### config.mk
export PLATFORM = sky130hd
export DESIGN_NAME = ile_ctrl
export DESIGN_NICKNAME = d
export VERILOG_FILES = /design/src/indexed_list_engine_core_macros.svh /design/src/ile_pkg.sv /design/src/ile_ctrl.sv
export SDC_FILE = /design/constraint.sdc
export NUM_CORES = 1
export LEC_CHECK = 0
export BUFFER_PORTS_ARGS = -buffer_cell sky130_fd_sc_hd__buf_2
export CORE_UTILIZATION = 42
export CTS_CLUSTER_SIZE = 40
export DETAILED_ROUTE_END_ITERATION = 7
export PLACE_DENSITY = 0.73
export SLEW_MARGIN = 20
export SYNTH_ARGS = -nofsm -noshare
export SYNTH_HDL_FRONTEND = slang
export SYNTH_SLANG_ARGS = --single-unit
### constraint.sdc
create_clock -name clock -period 9.4 [get_ports clock]
set_input_delay 1.88 -clock clock [delete_from_list [all_inputs] [get_ports clock]]
set_output_delay 1.88 -clock clock [all_outputs]
set_load 0.1 [all_outputs]
### src/indexed_list_engine_core_macros.svh
// ----------------------------------------------------------------------------
// Assertion macros for the indexed list engine
// Shorthand for clocked assertions that are disabled while reset is high.
// ----------------------------------------------------------------------------
`ifndef INDEXED_LIST_ENGINE_CORE_MACROS_SVH
`define INDEXED_LIST_ENGINE_CORE_MACROS_SVH

// Same-cycle implication.
`define ILE_ASSERT_IMPLIES(label, ante, cons, msg) \
   label: assert property (@(posedge clock) disable iff (reset) (ante) |-> (cons)) \
      else $error(msg);

// Next-cycle implication.
`define ILE_ASSERT_NEXT(label, ante, cons, msg) \
   label: assert property (@(posedge clock) disable iff (reset) (ante) |=> (cons)) \
      else $error(msg);

`endif

### src/ile_pkg.sv
// ----------------------------------------------------------------------------
// Indexed list engine package
// Request and status codes, field widths and the result record.
// ----------------------------------------------------------------------------
package ile_pkg;

   localparam int KIND_W  = 2;
   localparam int POS_W   = 9;
   localparam int VALUE_W = 32;
   localparam int FPOS_W  = 8;
   localparam int LEN_W   = 9;

   typedef enum logic [KIND_W-1:0] {
      REQ_INSERT = 2'd0,
      REQ_DELETE = 2'd1,
      REQ_FIND   = 2'd2,
      REQ_NONE   = 2'd3
   } req_kind_type;

   typedef enum logic [KIND_W-1:0] {
      STATUS_OK     = 2'd0,
      STATUS_BADPOS = 2'd1,
      STATUS_FULL   = 2'd2,
      STATUS_RSVD   = 2'd3
   } status_type;

   typedef struct packed {
      status_type          status;
      logic                found;
      logic [FPOS_W-1:0]   found_position;
      logic [LEN_W-1:0]    list_length;
   } result_type;

endpackage

### src/ile_ctrl.sv
// ----------------------------------------------------------------------------
// Indexed list engine sequencer
// Walks the entry memory one entry per cycle to shift, close gaps or search.
// ----------------------------------------------------------------------------
module ile_ctrl #(
   parameter int DEPTH      = 256,
   parameter int DATA_WIDTH = 32
) (
   input  logic                          clock,
   input  logic                          reset,
   input  logic                          req_valid,
   output logic                          req_ready,
   input  ile_pkg::req_kind_type         req_kind,
   input  logic [ile_pkg::POS_W-1:0]     req_pos,
   input  logic [DATA_WIDTH-1:0]         req_val,
   output logic                          res_valid,
   input  logic                          res_ack,
   output ile_pkg::result_type           result,
   output logic                          wr_en,
   output logic [$clog2(DEPTH)-1:0]      wr_addr,
   output logic [DATA_WIDTH-1:0]         wr_data,
   output logic                          rd_en,
   output logic [$clog2(DEPTH)-1:0]      rd_addr,
   input  logic [DATA_WIDTH-1:0]         rd_data
);

   import ile_pkg::*;

   localparam int AW    = $clog2(DEPTH);
   localparam int CNT_W = $clog2(DEPTH + 1);
   localparam int CMP_W = (CNT_W > POS_W) ? CNT_W : POS_W;

   typedef enum logic [2:0] {
      S_IDLE,
      S_MOVE,
      S_LAST,
      S_PUT,
      S_RESP
   } state_type;

   state_type              state_ff, state_in;
   logic [CNT_W-1:0]       count_ff, count_in;
   req_kind_type           op_ff, op_in;
   logic [AW-1:0]          pos_ff, pos_in;
   logic [DATA_WIDTH-1:0]  val_ff, val_in;
   logic [AW-1:0]          src_ff, src_in;
   logic [AW-1:0]          end_ff, end_in;
   logic                   pend_ff, pend_in;
   logic [AW-1:0]          pend_addr_ff, pend_addr_in;
   status_type             status_ff, status_in;
   logic                   found_ff, found_in;
   logic [FPOS_W-1:0]      fpos_ff, fpos_in;

   logic [CMP_W-1:0]       pos_c;
   logic [CMP_W-1:0]       cnt_c;
   logic [CMP_W-1:0]       cnt_m1_c;
   logic [CMP_W-1:0]       pend_c;
   logic [CMP_W-1:0]       len_c;
   logic                   match;

   always_comb begin
      pos_c    = CMP_W'(req_pos);
      cnt_c    = CMP_W'(count_ff);
      cnt_m1_c = cnt_c - CMP_W'(1);
      pend_c   = CMP_W'(pend_addr_ff);
      len_c    = CMP_W'(count_ff);
      match    = pend_ff && (rd_data == val_ff);

      state_in     = state_ff;
      count_in     = count_ff;
      op_in        = op_ff;
      pos_in       = pos_ff;
      val_in       = val_ff;
      src_in       = src_ff;
      end_in       = end_ff;
      pend_in      = 1'b0;
      pend_addr_in = pend_addr_ff;
      status_in    = status_ff;
      found_in     = found_ff;
      fpos_in      = fpos_ff;

      case (state_ff)
         S_IDLE: begin
            if (req_valid) begin
               op_in     = req_kind;
               pos_in    = pos_c[AW-1:0];
               val_in    = req_val;
               status_in = STATUS_OK;
               found_in  = 1'b0;
               fpos_in   = '0;
               case (req_kind)
                  REQ_INSERT: begin
                     if (pos_c > cnt_c) begin
                        status_in = STATUS_BADPOS;
                        state_in  = S_RESP;
                     end else if (cnt_c >= CMP_W'(DEPTH)) begin
                        status_in = STATUS_FULL;
                        state_in  = S_RESP;
                     end else if (pos_c == cnt_c) begin
                        state_in = S_PUT;
                     end else begin
                        src_in   = cnt_m1_c[AW-1:0];
                        end_in   = pos_c[AW-1:0];
                        state_in = S_MOVE;
                     end
                  end
                  REQ_DELETE: begin
                     if (pos_c >= cnt_c) begin
                        status_in = STATUS_BADPOS;
                        state_in  = S_RESP;
                     end else if (pos_c == cnt_m1_c) begin
                        state_in = S_LAST;
                     end else begin
                        src_in   = pos_c[AW-1:0] + AW'(1);
                        end_in   = cnt_m1_c[AW-1:0];
                        state_in = S_MOVE;
                     end
                  end
                  REQ_FIND: begin
                     if (count_ff == '0) begin
                        state_in = S_RESP;
                     end else begin
                        src_in   = '0;
                        end_in   = cnt_m1_c[AW-1:0];
                        state_in = S_MOVE;
                     end
                  end
                  default: begin
                     status_in = STATUS_BADPOS;
                     state_in  = S_RESP;
                  end
               endcase
            end
         end
         S_MOVE: begin
            if (op_ff == REQ_FIND && match) begin
               found_in = 1'b1;
               fpos_in  = pend_c[FPOS_W-1:0];
               state_in = S_RESP;
            end else begin
               pend_in = 1'b1;
               case (op_ff)
                  REQ_INSERT: pend_addr_in = src_ff + AW'(1);
                  REQ_DELETE: pend_addr_in = src_ff - AW'(1);
                  default:    pend_addr_in = src_ff;
               endcase
               if (src_ff == end_ff) begin
                  state_in = S_LAST;
               end else if (op_ff == REQ_INSERT) begin
                  src_in = src_ff - AW'(1);
               end else begin
                  src_in = src_ff + AW'(1);
               end
            end
         end
         S_LAST: begin
            case (op_ff)
               REQ_INSERT: state_in = S_PUT;
               REQ_DELETE: begin
                  count_in = count_ff - CNT_W'(1);
                  state_in = S_RESP;
               end
               default: begin
                  if (match) begin
                     found_in = 1'b1;
                     fpos_in  = pend_c[FPOS_W-1:0];
                  end
                  state_in = S_RESP;
               end
            endcase
         end
         S_PUT: begin
            count_in = count_ff + CNT_W'(1);
            state_in = S_RESP;
         end
         S_RESP: begin
            if (res_ack) begin
               state_in = S_IDLE;
            end
         end
         default: state_in = S_IDLE;
      endcase
   end

   always_ff @(posedge clock) begin
      if (reset) begin
         state_ff <= S_IDLE;
         count_ff <= '0;
         pend_ff  <= 1'b0;
      end else begin
         state_ff <= state_in;
         count_ff <= count_in;
         pend_ff  <= pend_in;
      end
      op_ff        <= op_in;
      pos_ff       <= pos_in;
      val_ff       <= val_in;
      src_ff       <= src_in;
      end_ff       <= end_in;
      pend_addr_ff <= pend_addr_in;
      status_ff    <= status_in;
      found_ff     <= found_in;
      fpos_ff      <= fpos_in;
   end

   assign req_ready = (state_ff == S_IDLE);
   assign res_valid = (state_ff == S_RESP);

   assign result.status         = status_ff;
   assign result.found          = found_ff;
   assign result.found_position = fpos_ff;
   assign result.list_length    = len_c[LEN_W-1:0];

   assign rd_en   = (state_ff == S_MOVE);
   assign rd_addr = src_ff;
   assign wr_en   = (state_ff == S_PUT) || (pend_ff && op_ff != REQ_FIND);
   assign wr_addr = (state_ff == S_PUT) ? pos_ff : pend_addr_ff;
   assign wr_data = (state_ff == S_PUT) ? val_ff : rd_data;

endmodule

## After elaboration in Yosys (flattened, before gate mapping)

Index checks and enable logic that the tools add are counted.

- Multiplexer cells: 52
- Reduce and logical (&&, ||, !) cells: 21
- Equal/unequal tests: 35
- Add/subtract/negate cells: 5
- $lt $le $gt $ge: 3
- Bitwise logic cells: 2

Operators with widths:

| kind | number |
|---|---|
| $mux 8 | 21 |
| $pmux 8 s3 | 3 |
| $eq 32x32->1 | 1 |
| $mux 32 | 1 |
| $pmux 8 s2 | 2 |
| $mux 3 | 9 |
| $ne 2x2->1 const B | 13 |
| $eq 9x9->1 | 2 |
| $ne 3x3->1 const B | 6 |
| $pmux 9 s2 | 1 |
| $add 8x1->8 const B | 2 |
| $pmux 3 s5 | 1 |
| $reduce_and 11->1 | 1 |
| $add 9x1->9 const B | 1 |
| $ge 9x9->1 | 1 |
| $ge 9x9->1 const B | 1 |
| $gt 9x9->1 | 1 |
| $logic_not 9->1 | 1 |
| $mux 9 | 1 |
| $pmux 3 s3 | 1 |
| $reduce_and 9->1 | 1 |
| $sub 9x1->9 const B | 1 |
| $eq 8x8->1 | 1 |
| $mux 2 | 4 |
| other kinds (23) | 41 |

- Word-level logic and storage cells: 130
- Input bits: 79
- Bits in registers: 90
- Output and inout port bits: 72

## Longest topological paths before layout

- Depth in word-level cells: 7
- Gate-level depth with buffers: 9
- Depth with buffers taken out: 8

## Worst setup path after synthesis

OpenSTA, ideal clock, no wires.

- Path type: register to output
- From: reg state_ff[0]
- To: out res_valid
- Arrival time: 2980 ps
- Slack: 4540 ps
- Data required time: 7520 ps
- Buffers on the path: 2
- Cell stages (with the launch flop): 4
- Path through: dfxtp_1 clkbuf_1 clkbuf_1 nor3b_1

- Cells in the longest elaborated chain, start to end: 1

Ends and longest elaborated chain:

| element | RTL line | text |
|---|---|---|
| start, declared | ile_ctrl.sv:41 | `state_type state_ff, state_in;` |
| start signal, assigned | ile_ctrl.sv:191 | `state_ff <= state_in;` |
| $eq 3x3->1 | ile_ctrl.sv:207 | `assign res_valid = (state_ff == S_RESP);` |
| end, declared | ile_ctrl.sv:16 | `output logic res_valid,` |

Every way passes these cells.

## Final worst setup path

- From: reg state_ff[1]
- To: out wr_addr[0]

- Cells in the longest elaborated chain, start to end: 2

Ends and longest elaborated chain:

| element | RTL line | text |
|---|---|---|
| $eq 3x2->1 | ile_ctrl.sv:217 | `assign wr_addr = (state_ff == S_PUT) ? pos_ff : pend_addr_ff;` |
| $mux 8 | ile_ctrl.sv:217 |  |
| end, declared | ile_ctrl.sv:20 | `output logic [$clog2(DEPTH)-1:0] wr_addr,` |

Every way passes these cells.

==> metrics.txt <==
CTS tree yes; max-slew violation count 0; fraction of the mapped netlist area in adder cells 4.07%; worst vdd ir 82.7 uV; Worst Reg-to-Reg Cells 6; largest net degree at the start of global routing 47; first-pass GRT wire length 22.7 mm; total track usage 20.0%; H-tree levels 3; maximum clock rate 194 MHz; Mean Syn Cell Area 10.5 um^2; CORE AREA 13400 um^2; vias in the first global route 4569; Clk pin slew, worst setup/hold paths 60 ps; CP Launch Type register; routed vias 4775; Placed Area 6680 um^2; Row Count 42; CP max FO 42; Max clock buf depth 2; cells after synthesis 555; Root Driver clkbuf_16; synthesized cell area 5840 um^2; Slew @ Worst Pin 1060 ps; IO Pins 151; reg2reg end fpos_ff[0]; CP cell instances nor2b_1 > nand2_2 > mux2_2 > buf_2; clock latency on the worst-skew pair 340 ps; leak pwr 2.83 nW; Max Cap Viol 0; CP Buf/Inv Count 1; Distinct cells, synth 63; drt wl/cell 16.8 um; top_reg_cell synth edfxtp_1; CTS buffer count 9; Die Ht 120 um; synthesized flop and latch total 90; die area 14400 um^2; RSZ-0062 raised after global routing false; Starting DRT DRC Count 313; hold path depth 1; Final #Nets 784; Hold Crit Start pend_addr_ff[0]; port bufs 150; TNS Setup 0 ps; Crit Path Category register to output pin; fin util 52.2%; routed vias/inst 5.51; Fillers 1246; clk sinks 90; WHS Endpoint fpos_ff[0]; final instance area 6990 um^2; crit end category output pin; largest family of logic cells by synthesized area simple AND/OR/NAND/NOR gates; cts repair resizes 0; CP max-delay cell nand2_2; Warnings, synthesis 0; skew final 3.91 ps; number of enable flip-flop cells after synthesis 77; data required time at the worst endpoint 7520 ps; Crit path largest cell delay 780 ps; Async SR Flop Fraction 0%; hold buffer count at CTS 0; diode count 0; RR Startpoint val_ff[1]; Worst Hold Slack 545 ps; commonest non-fill, non-tap cell in the layout buf_2; status complete, no violations; post-synthesis mux area share 8.93%; Simple-Gate Fraction of Synth Area 18.0%; DRC 0; sequential element share of the synthesized area 44.0%; critical path's top delay family simple AND/OR/NAND/NOR gates; DP HPWL 11.2 mm; layout overhead on the synthesized area 19.7%; Hold Vio Cnt, Final 0; first-pass iteration count of the detailed router 5; initial antenna violation count 0; worst hold path type register to register; post-route ant nets 0; die width 120 um; Slew Limit Headroom 29.4%; Post-Synth XOR/XNOR Area 12.1%; setup bufs post-CTS 0; share of layout cells above drive strength 1 32.0%; CP Data Arrival Time 3280 ps; most frequent cells in the layout buf_2, edfxtp_1, xor2_1, nor2_1, mux2_2; register-to-register setup slack 6130 ps; Setup Viol. Count Final 0; total grt overflow 0; fin crit period 5160 ps; Power Dens Cells 205 nW/um^2; Syn Nets 653; total wire length 14.6 mm; GPL Wtd Cong 0.892; Starting Density 43.6%; Synth Area in Compound Gates 9.44%; final period utilization 54.9%
## logic make-up after synthesis
family                     count (synthesis)
AOI/OAI and AO/OA                         83
xor gates and xnor gates                  79
adders and majority gates                 19
buffers and inverters                     48
DFF                                       90
muxes                                     47
and+or+nand+nor                          189
## worst max-delay path by stage
stage                            from    endpoint  slack (ps)  depth (start not counted)
after floorplan           state_ff[0]   res_valid        4540                          3
after global placement     rd_data[1]  fpos_ff[5]        4340                          7
after detailed placement   rd_data[1]  fpos_ff[6]        4120                          7
after CTS                 state_ff[1]  wr_addr[0]        4240                          4
after global routing      state_ff[1]  wr_addr[1]        4000                          4
final                     state_ff[1]  wr_addr[0]        4240                          4
## synth_stat cells (all sizes together) (5+ instances only)
| master | count | area (um^2) |
|---|---|---|
| and3 | 12 | 75.1 |
| nand3 | 18 | 90.1 |
| inv | 18 | 67.6 |
| clkbuf | 17 | 63.8 |
| nand2 | 20 | 75.1 |
| nand2b | 5 | 31.3 |
| nor4 | 15 | 109 |
| xor2 | 48 | 420 |
| xnor2 | 30 | 263 |
| nor3 | 16 | 80.1 |
| nor2b | 10 | 62.6 |
| o21ai | 20 | 100 |
| a2111oi | 6 | 71.3 |
| edfxtp | 77 | 2310 |
| o22ai | 7 | 43.8 |
| buf | 13 | 72.6 |
| mux2 | 41 | 462 |
| ha | 19 | 238 |
| nor2 | 46 | 173 |
| mux2i | 6 | 60.1 |
| or3 | 6 | 42.5 |
| dfxtp | 13 | 260 |
| nand4 | 8 | 50.1 |
| a21oi | 24 | 124 |
| and2 | 13 | 81.3 |
## per-layer routing
metal	global-route usage (%)	vias to the layer above	share of wire [%]
met5	0	-	0
met4	7.34	0	1.5
met3	3.85	18	6.7
met2	34.7	193	50
met1	24.4	2260	42
li1	-	2304	-
## registers in the layout, summed over array words and instances (netlist names)
signal	cells
val_ff	32
status_ff	2
state_ff	3
op_ff	2
rd_addr	8
cnt_c	9
fpos_ff	8
end_ff	8
found_ff	1
pend_addr_ff	8
pend_ff	1
pos_ff	8
## power by group
group          internal, mW  switching, mW  leakage, nW
registers             0.512         0.0534        0.835
clock network         0.214          0.153        0.149
logic                 0.121          0.379         1.85
total                 0.847          0.585         2.83
## stage by stage
step,power [mW],setup slack [ps],cells
after floorplan,0.969,4540,555
after global placement,1.06,4340,851
after detailed placement,1.07,4120,851
after CTS,1.44,4240,867
after global routing,1.49,4000,867
final,1.43,4240,867
## cell type report
type | count | area (um^2) | share of cell area (%)
multi-input cells | 417 | 3080 | 44.0
flip-flops and latches | 90 | 2570 | 36.8
repair buffers | 150 | 751 | 10.7
clock buffers | 10 | 239 | 3.42
well taps | 176 | 220 | 3.15
inverters | 18 | 67.6 | 0.966
clock inverters | 6 | 65.1 | 0.931
(Power assumes the default switching activity.)
